$ cat src/hdl/bitmap_slot_allocator_unit_assert.svh
// ---------------------------------------------------------------------------
// Assertion macros for the bitmap slot allocator
// Concurrent checks clocked on clk and held off while rst_n is low.
// ---------------------------------------------------------------------------
`ifndef BITMAP_SLOT_ALLOCATOR_UNIT_ASSERT_SVH
`define BITMAP_SLOT_ALLOCATOR_UNIT_ASSERT_SVH

`ifndef NO_ASSERTIONS
`define BSA_ASSERT(lbl, cond, msg) \
  lbl: assert property (@(posedge clk) disable iff (!rst_n) (cond)) else $error(msg);
`define BSA_ASSERT_NEXT(lbl, pre, post, msg) \
  lbl: assert property (@(posedge clk) disable iff (!rst_n) (pre) |=> (post)) else $error(msg);
`else
`define BSA_ASSERT(lbl, cond, msg)
`define BSA_ASSERT_NEXT(lbl, pre, post, msg)
`endif

`endif

$ cat src/hdl/bsa_pkg.sv
// ---------------------------------------------------------------------------
// bsa_pkg
// Shared constants, status codes and helpers of the bitmap slot allocator.
// ---------------------------------------------------------------------------
`default_nettype none

package bsa_pkg;

  // Default number of slots.
  localparam int BSA_SLOT_COUNT = 2048;

  // The bitmap is held as rows of sixteen slots.
  localparam int ROW_W = 16;
  localparam int BIT_W = 4;

  // Result status codes.
  localparam logic [1:0] ST_OK           = 2'd0;
  localparam logic [1:0] ST_FULL         = 2'd1;
  localparam logic [1:0] ST_ALREADY_FREE = 2'd2;
  localparam logic [1:0] ST_RANGE        = 2'd3;

  // Position of the lowest clear bit of a row; only meaningful when one exists.
  function automatic logic [BIT_W-1:0] first_zero(input logic [ROW_W-1:0] v);
    logic [BIT_W-1:0] pos;
    pos = '0;
    for (int i = ROW_W - 1; i >= 0; i--) begin
      if (!v[i]) begin
        pos = BIT_W'(i);
      end
    end
    return pos;
  endfunction

endpackage

`default_nettype wire

$ cat src/hdl/bitmap_slot_allocator_unit.sv
// ---------------------------------------------------------------------------
// bitmap_slot_allocator_unit
// First-fit slot allocator over a used/free bitmap with a used-slot count.
// ---------------------------------------------------------------------------
// Usage. Requests arrive on the in_ stream: in_tuser carries the operation
// (0 allocate the lowest free slot, 1 free the slot in in_tdata). Each
// request yields exactly one item on the out_ stream carrying the status in
// out_tuser and the allocated slot and used count in out_tdata.
// Sequencing. A request is taken, its bitmap row is read, the row is
// evaluated and written back, and the result is loaded into the output
// register: out_tvalid rises once the result is loaded, and in_tready
// comes back with it, so a new request is taken only after the last one
// has been handed to the output register. An allocate that meets full
// rows walks on one row of sixteen slots at a time, reading each before
// evaluating it; a pointer to the lowest row that may hold a free slot
// keeps that walk short. One request is in flight at a time.
// Reset. After rst_n a clearing pass writes every bitmap row to zero, one
// row a cycle (ceil(SLOT_COUNT/16) rows, 128 by default), and in_tready
// stays low until it is done.
// Stalls. The output register holds its item until out_tready; a new
// request is still taken meanwhile, and its result waits for the register.
// ---------------------------------------------------------------------------
`default_nettype none

`include "bitmap_slot_allocator_unit_assert.svh"

module bitmap_slot_allocator_unit
  import bsa_pkg::*;
#(
  parameter int SLOT_COUNT = BSA_SLOT_COUNT
) (
  input  wire logic        clk,
  input  wire logic        rst_n,
  // Request channel.
  input  wire logic        in_tvalid,
  output logic             in_tready,
  input  wire logic [15:0] in_tdata,   // [11:0] slot_index, [15:12] zero
  input  wire logic [0:0]  in_tuser,   // [0] op
  // Result channel.
  output logic             out_tvalid,
  input  wire logic        out_tready,
  output logic      [23:0] out_tdata,  // [10:0] slot_out, [22:11] used_count, [23] zero
  output logic      [1:0]  out_tuser   // [1:0] status
);

  localparam int ROWS     = (SLOT_COUNT + ROW_W - 1) / ROW_W;
  localparam int ROW_AW   = (ROWS > 1) ? $clog2(ROWS) : 1;
  localparam int SLOT_W   = ROW_AW + BIT_W;
  localparam int CNT_W    = $clog2(SLOT_COUNT + 1);
  localparam int LAST_VALID = SLOT_COUNT - (ROWS - 1) * ROW_W;
  localparam logic [ROW_AW-1:0] LAST_ROW = ROW_AW'(ROWS - 1);
  // Bits of the last row that lie beyond the slot count count as used.
  localparam logic [ROW_W-1:0]  PAD_MASK = ROW_W'(32'h0000FFFF << LAST_VALID);

  // Sequencer states.
  localparam logic [2:0] S_CLEAR = 3'd0;
  localparam logic [2:0] S_IDLE  = 3'd1;
  localparam logic [2:0] S_READ  = 3'd2;
  localparam logic [2:0] S_EVAL  = 3'd3;
  localparam logic [2:0] S_RESP  = 3'd4;

  logic [2:0]        state_r, state_nxt;
  logic [ROW_AW-1:0] addr_r, addr_nxt;
  logic [ROW_AW-1:0] hint_r, hint_nxt;
  logic [CNT_W-1:0]  used_cnt_r, used_cnt_nxt;
  logic              op_r, op_nxt;
  logic              in_range_r, in_range_nxt;
  logic [BIT_W-1:0]  bit_r, bit_nxt;
  logic [1:0]        res_status_r, res_status_nxt;
  logic [10:0]       res_slot_r, res_slot_nxt;
  logic              out_valid_r, out_valid_nxt;
  logic [23:0]       out_data_r, out_data_nxt;
  logic [1:0]        out_user_r, out_user_nxt;

  logic              map_we;
  logic [ROW_W-1:0]  map_wdata;
  logic [ROW_W-1:0]  map_rdata;
  logic [ROW_W-1:0]  row_bits;
  logic [BIT_W-1:0]  free_pos;
  logic [31:0]       idx_ext;
  logic [31:0]       slot_ext;
  logic [31:0]       cnt_ext;
  logic              accept;

  bsa_map_ram #(
    .ROWS (ROWS),
    .AW   (ROW_AW)
  ) u_map (
    .clk   (clk),
    .we    (map_we),
    .waddr (addr_r),
    .wdata (map_wdata),
    .raddr (addr_r),
    .rdata (map_rdata)
  );

  assign in_tready  = (state_r == S_IDLE);
  assign accept     = in_tvalid && in_tready;
  assign out_tvalid = out_valid_r;
  assign out_tdata  = out_data_r;
  assign out_tuser  = out_user_r;

  assign idx_ext  = 32'(in_tdata[11:0]);
  assign row_bits = map_rdata | ((addr_r == LAST_ROW) ? PAD_MASK : '0);
  assign free_pos = first_zero(row_bits);
  assign slot_ext = 32'({addr_r, free_pos});
  assign cnt_ext  = 32'(used_cnt_r);

  always_comb begin
    state_nxt      = state_r;
    addr_nxt       = addr_r;
    hint_nxt       = hint_r;
    used_cnt_nxt   = used_cnt_r;
    op_nxt         = op_r;
    in_range_nxt   = in_range_r;
    bit_nxt        = bit_r;
    res_status_nxt = res_status_r;
    res_slot_nxt   = res_slot_r;
    out_valid_nxt  = out_valid_r;
    out_data_nxt   = out_data_r;
    out_user_nxt   = out_user_r;
    map_we         = 1'b0;
    map_wdata      = '0;

    if (out_valid_r && out_tready) begin
      out_valid_nxt = 1'b0;
    end

    case (state_r)
      S_CLEAR: begin
        // Sweep every row to zero, addr_r doubling as the sweep counter.
        map_we = 1'b1;
        if (addr_r == LAST_ROW) begin
          addr_nxt  = '0;
          state_nxt = S_IDLE;
        end else begin
          addr_nxt = addr_r + 1'b1;
        end
      end
      S_IDLE: begin
        if (accept) begin
          op_nxt       = in_tuser[0];
          in_range_nxt = (idx_ext < SLOT_COUNT);
          bit_nxt      = idx_ext[BIT_W-1:0];
          if (!in_tuser[0]) begin
            addr_nxt = hint_r;
          end else if (idx_ext < SLOT_COUNT) begin
            addr_nxt = idx_ext[SLOT_W-1:BIT_W];
          end else begin
            addr_nxt = '0;
          end
          state_nxt = S_READ;
        end
      end
      S_READ: begin
        state_nxt = S_EVAL;
      end
      S_EVAL: begin
        res_slot_nxt = '0;
        state_nxt    = S_RESP;
        if (!op_r) begin
          if (row_bits != '1) begin
            map_we         = 1'b1;
            map_wdata      = map_rdata | (ROW_W'(1) << free_pos);
            used_cnt_nxt   = used_cnt_r + 1'b1;
            hint_nxt       = addr_r;
            res_status_nxt = ST_OK;
            res_slot_nxt   = slot_ext[10:0];
          end else if (addr_r == LAST_ROW) begin
            res_status_nxt = ST_FULL;
          end else begin
            // Row is full: move on to the next one.
            addr_nxt  = addr_r + 1'b1;
            state_nxt = S_READ;
          end
        end else begin
          if (!in_range_r) begin
            res_status_nxt = ST_RANGE;
          end else if (!map_rdata[bit_r]) begin
            res_status_nxt = ST_ALREADY_FREE;
          end else begin
            map_we         = 1'b1;
            map_wdata      = map_rdata & ~(ROW_W'(1) << bit_r);
            if (used_cnt_r != '0) begin
              used_cnt_nxt = used_cnt_r - 1'b1;
            end
            if (addr_r < hint_r) begin
              hint_nxt = addr_r;
            end
            res_status_nxt = ST_OK;
          end
        end
      end
      S_RESP: begin
        if (!out_valid_r || out_tready) begin
          out_valid_nxt = 1'b1;
          out_data_nxt  = {1'b0, cnt_ext[11:0], res_slot_r};
          out_user_nxt  = res_status_r;
          state_nxt     = S_IDLE;
        end
      end
      default: begin
        state_nxt = S_IDLE;
      end
    endcase
  end

  always_ff @(posedge clk) begin
    if (!rst_n) begin
      state_r     <= S_CLEAR;
      addr_r      <= '0;
      hint_r      <= '0;
      used_cnt_r  <= '0;
      out_valid_r <= 1'b0;
    end else begin
      state_r     <= state_nxt;
      addr_r      <= addr_nxt;
      hint_r      <= hint_nxt;
      used_cnt_r  <= used_cnt_nxt;
      out_valid_r <= out_valid_nxt;
    end
  end

  always_ff @(posedge clk) begin
    op_r         <= op_nxt;
    in_range_r   <= in_range_nxt;
    bit_r        <= bit_nxt;
    res_status_r <= res_status_nxt;
    res_slot_r   <= res_slot_nxt;
    out_data_r   <= out_data_nxt;
    out_user_r   <= out_user_nxt;
  end

  // The count can never exceed the number of slots.
  `BSA_ASSERT(a_cnt_bound, cnt_ext <= SLOT_COUNT, "used count beyond slot count")
  // A successful allocate raises the count by exactly one.
  `BSA_ASSERT_NEXT(a_alloc_cnt, (state_r == S_EVAL) && map_we && !op_r, used_cnt_r == $past(used_cnt_r) + 1'b1, "allocate did not bump the count")
  // No result may appear while the bitmap is still being cleared.
  `BSA_ASSERT(a_clear_quiet, (state_r != S_CLEAR) || !out_valid_r, "result during clearing pass")
  // The free-row pointer always names a real row.
  `BSA_ASSERT(a_hint_bound, hint_r <= LAST_ROW, "search pointer beyond last row")

endmodule

`default_nettype wire

$ cat src/hdl/bsa_map_ram.sv
// ---------------------------------------------------------------------------
// bsa_map_ram
// Single write, single registered read memory holding the used bitmap rows.
// ---------------------------------------------------------------------------
`default_nettype none

module bsa_map_ram
  import bsa_pkg::*;
#(
  parameter int ROWS = 128,
  parameter int AW   = 7
) (
  input  wire logic             clk,
  input  wire logic             we,
  input  wire logic [AW-1:0]    waddr,
  input  wire logic [ROW_W-1:0] wdata,
  input  wire logic [AW-1:0]    raddr,
  output logic      [ROW_W-1:0] rdata
);

  logic [ROW_W-1:0] mem_r [ROWS];

  always_ff @(posedge clk) begin
    if (we) begin
      mem_r[waddr] <= wdata;
    end
  end

  always_ff @(posedge clk) begin
    rdata <= mem_r[raddr];
  end

endmodule

`default_nettype wire
$ cat config.mk
export PLATFORM = sky130hd
export DESIGN_NAME = bitmap_slot_allocator_unit
export DESIGN_NICKNAME = d
export VERILOG_FILES = /design/src/hdl/bsa_pkg.sv /design/src/hdl/bitmap_slot_allocator_unit.sv /design/src/hdl/bsa_map_ram.sv
export VERILOG_INCLUDE_DIRS = /design/src /design/src/hdl
export SDC_FILE = /design/constraint.sdc
export NUM_CORES = 2
export LEC_CHECK = 0
export BUFFER_PORTS_ARGS = -buffer_cell sky130_fd_sc_hd__buf_4
export CAP_MARGIN = 20
export CORE_MARGIN = 1.5
export CORE_UTILIZATION = 48
export CTS_CLUSTER_SIZE = 40
export DETAILED_ROUTE_END_ITERATION = 12
export GPL_ROUTABILITY_DRIVEN = 0
export GPL_TIMING_DRIVEN = 0
export PLACE_DENSITY = 0.63
export REMOVE_ABC_BUFFERS = 1
export SYNTH_ARGS = -nofsm -noshare
export SYNTH_HDL_FRONTEND = slang
export SYNTH_SLANG_ARGS = --single-unit
$ cat constraint.sdc
create_clock -name clk -period 7.9 [get_ports clk]
set_input_delay 1.975 -clock clk [delete_from_list [all_inputs] [get_ports clk]]
set_output_delay 1.975 -clock clk [all_outputs]
set_load 0.01 [all_outputs]
==> results by group <==
Outcome
  – Status: finished clean

Route
  – Post-Route WL: 256.9 mm
  – Vias/cell: 6.598
  – DRC violations left: 0
  – DR vias: 49.09k
  – DRT Pass-1 Iters: 9
  – Drt wl/cell: 34.53 um
  – Initial DRC Count: 7718
  – Final ANT Viol Nets: 0

STA
  – Measured slew at the worst slew-check pin: 1.250 ns
  – Relative slew slack: 16.70%
  – Final Slew Violations: 0
  – Final hold vios: 0
  – F_max: 0.1797 GHz
  – Minimum clock period: 5.565 ns
  – Unrepaired setup endpoints after global routing: no
  – Clock skew: 0.03275 ns
  – Fin crit share: 70.45%
  – Setup TNS: 0 ns
  – Final setup fails: 0

Critical path
  – Worst EP arrival: 6.27 ns
  – Crit path capture type: flip-flop
  – CP Data Required Time: 8.60 ns
  – Worst reg2reg startpoint: addr_r[1]$_SDFFE_PN0P_
  – Startpoint class of the critical path: flip-flop
  – Crit. Startpoint: addr_r[1]$_SDFFE_PN0P_
  – Max FO, Critical Path: 45
  – WS Path Type: flip-flop to flip-flop

Synthesis
  – Largest cells by area after synthesis: edfxtp_1 75%, mux4_2 4.4%, mux2i_1 2.5%
  – Main synth FF type: edfxtp_1
  – Register area share after synthesis: 75.74%
  – Number of synthesized flops with an enable pin: 2092
  – Post-synthesis cell count: 4747
  – FF+latch count, synth: 2138
  – Top cells by count, synth: 2092 x edfxtp_1, 316 x nor2_1, 240 x a221oi_1, 212 x mux2i_1, 190 x nand2_1
  – Area leader, netlist: edfxtp_1
  – Ys async rst share: 0%
  – Yosys cell types: 90
  – Synth Cell Area: 84160 sq um
  – Warnings from Yosys: 0
  – Top-count cell post-synth: edfxtp_1
  – Top cell type's share of synthesized area: 74.65%
  – Mapped Avg Cell Area: 17.73 sq um

CTS
  – Hold_buf cts: 0
  – Clock Path Buffers: 3
  – Root buffer cell: clkbuf_16
  – # resized after CTS: 0
  – H-tree Lvls: 4
  – Worst skew pair latency: 0.87 ns
  – CTS tree: done
  – Setup Fix Bufs, Post-CTS: 0
  – Clk slew on worst S/H paths: 0.06 ns
  – TritonCTS Sinks: 2138
  – CTS buffer count: 205

Place
  – Hpwl dp: 164.1 mm
  – Cell Area, Placed: 91670 sq um
  – PortBufs: 43
  – Placed cells: 7059

Die
  – Die width: 421.7 um
  – Die height: 421.7 um
  – Initial Utilization: 48.36%
  – Row count: 153
  – # IOs: 49
  – Die area: 177800 sq um
  – Floorplan Core Area: 174000 sq um

Power and ir drop
  – P per Cell Area: 240.8 nW/um^2
  – Lkg Pwr: 26.53 nW
  – Peak supply drop: 0.0002538 V

Run
  – Max Cap Violations: 0

Global routing
  – All-layer global routing usage: 28.50%
  – Largest net degree at the start of global routing: 81
  – Antenna violations before repair: 9
  – First-pass GRT wire length: 359.3 mm
  – Vias in the first global route: 46.82k
  – GRT Residual Overflow: 0

Cells and area
  – Fin util: 56.37%
  – Filler instances: 12.85k
  – Nets: 4984
  – P&R area growth vs syn: 16.56%
  – Fin cells: 7440
  – Layout cells sized above 1: 22.18%
  – Design area: 98090 sq um

Hold path
  – Min-Delay Path Class: flip-flop to flip-flop
  – Hold path startpoint: res_slot_r[2]$_SDFFCE_PP0P_
[metrics by stage]
| stage | hold WS, ns | setup WS, ns | total power [mW] |
|---|---|---|---|
| 2_1_floorplan | 0.4003 | -13.59 | 13.72 |
| 3_3_place_gp | 0.4040 | -56.71 | 14.68 |
| 3_5_place_dp | 0.4045 | 2.445 | 14.34 |
| 4_1_cts | 0.4181 | 2.427 | 23.63 |
| 5_1_grt | 0.4194 | 2.237 | 24.13 |
| 6_report | 0.4173 | 2.335 | 23.62 |
[kinds of logic (layout without fill, tap and decap cells)]
logic type	count (synthesis)	count (layout)	share of synthesized area, %
compound gates	1001	1001	8.982
mux	550	550	9.230
xor+xnor	8	8	0.08326
flops	2138	2138	75.74
other cells	1	7	0.004456
buf+inv	351	713	2.194
simple gates	680	680	3.488
fa+ha+maj	18	18	0.2765
[placed cells by master, fill, tap and decap left out, types with 52 or more instances in the layout]
master	count
buf_12	67
edfxtp_1	2092
mux2i_1	211
nand2_1	185
nor2_2	130
mux4_2	163
o22ai_1	73
a22oi_1	87
nor2_1	182
a21oi_1	127
a221oi_1	240
buf_16	81
buf_8	105
mux2_2	170
a221o_1	52
o21ai_0	129
clkbuf_16	207
[flip-flops by register name, summed over array words and instances (netlist names)]
signal and count:
addr_r 7, bit_r 4, hint_r 7, in_range_r 1
op_r 1, out_tdata 23, out_tuser 2, out_tvalid 1
res_slot_r 11, res_status_r 2, state_r 3, u_map.mem_r 2048
u_map.rdata 16, used_cnt_r 12
[report_power, final]
part | leakage, nW | total (mW) | switching, mW | internal (mW)
Combinational | 8.06 | 1.77 | 1.17 | 0.603
Sequential | 15.3 | 12.4 | 0.0723 | 12.3
Clock | 3.13 | 9.46 | 4.23 | 5.23
Total | 26.5 | 23.6 | 5.47 | 18.1
[worst max-delay path: stages, from the launching register on]
cell and delay, ns:
dfxtp_4 0.49, buf_16 0.26, buf_16 0.24, buf_12 0.22, buf_12 0.20, and2b_4 0.71, buf_12 0.30, buf_12 0.25
o2bb2ai_1 0.19, a221oi_1 0.19, a2111oi_0 0.84, a41o_1 0.44, a2111oi_0 0.16, buf_1 0.21, o21ai_1 0.50
[cell type report]
type | count | area (sq um) | share of cell area [%]
antenna | 6 | 15.01 | 0.01531
clock inverter | 108 | 910.9 | 0.9286
sequential | 2138 | 63760 | 65.00
clock buffer | 263 | 5460 | 5.567
timing repair buffer | 314 | 5608 | 5.717
tap | 2325 | 2909 | 2.966
inverter | 28 | 126.4 | 0.1288
multi-input combinational | 2258 | 19300 | 19.67
[per-layer routing]
layer / vias to the layer above / track usage (%) / part of all wire [%]
met1: 25270 / 38.74 / 38
met4: 4 / 13.36 / 5.2
met5: - / 0 / 0.012
li1: 19890 / - / -
met2: 3305 / 43.19 / 45
met3: 623 / 7.319 / 12
[final timing paths]
kind	to	slack, ns	depth (start not counted)
hold reg to reg	out_tdata[2]$_DFFE_PP_	0.42	0
setup / recovery	u_map.rdata[14]$_DFF_P_	2.33	14
setup reg to reg	u_map.rdata[14]$_DFF_P_	2.33	14
hold / removal	out_tdata[2]$_DFFE_PP_	0.42	0
Note: power is estimated with default switching activity, not from simulation.
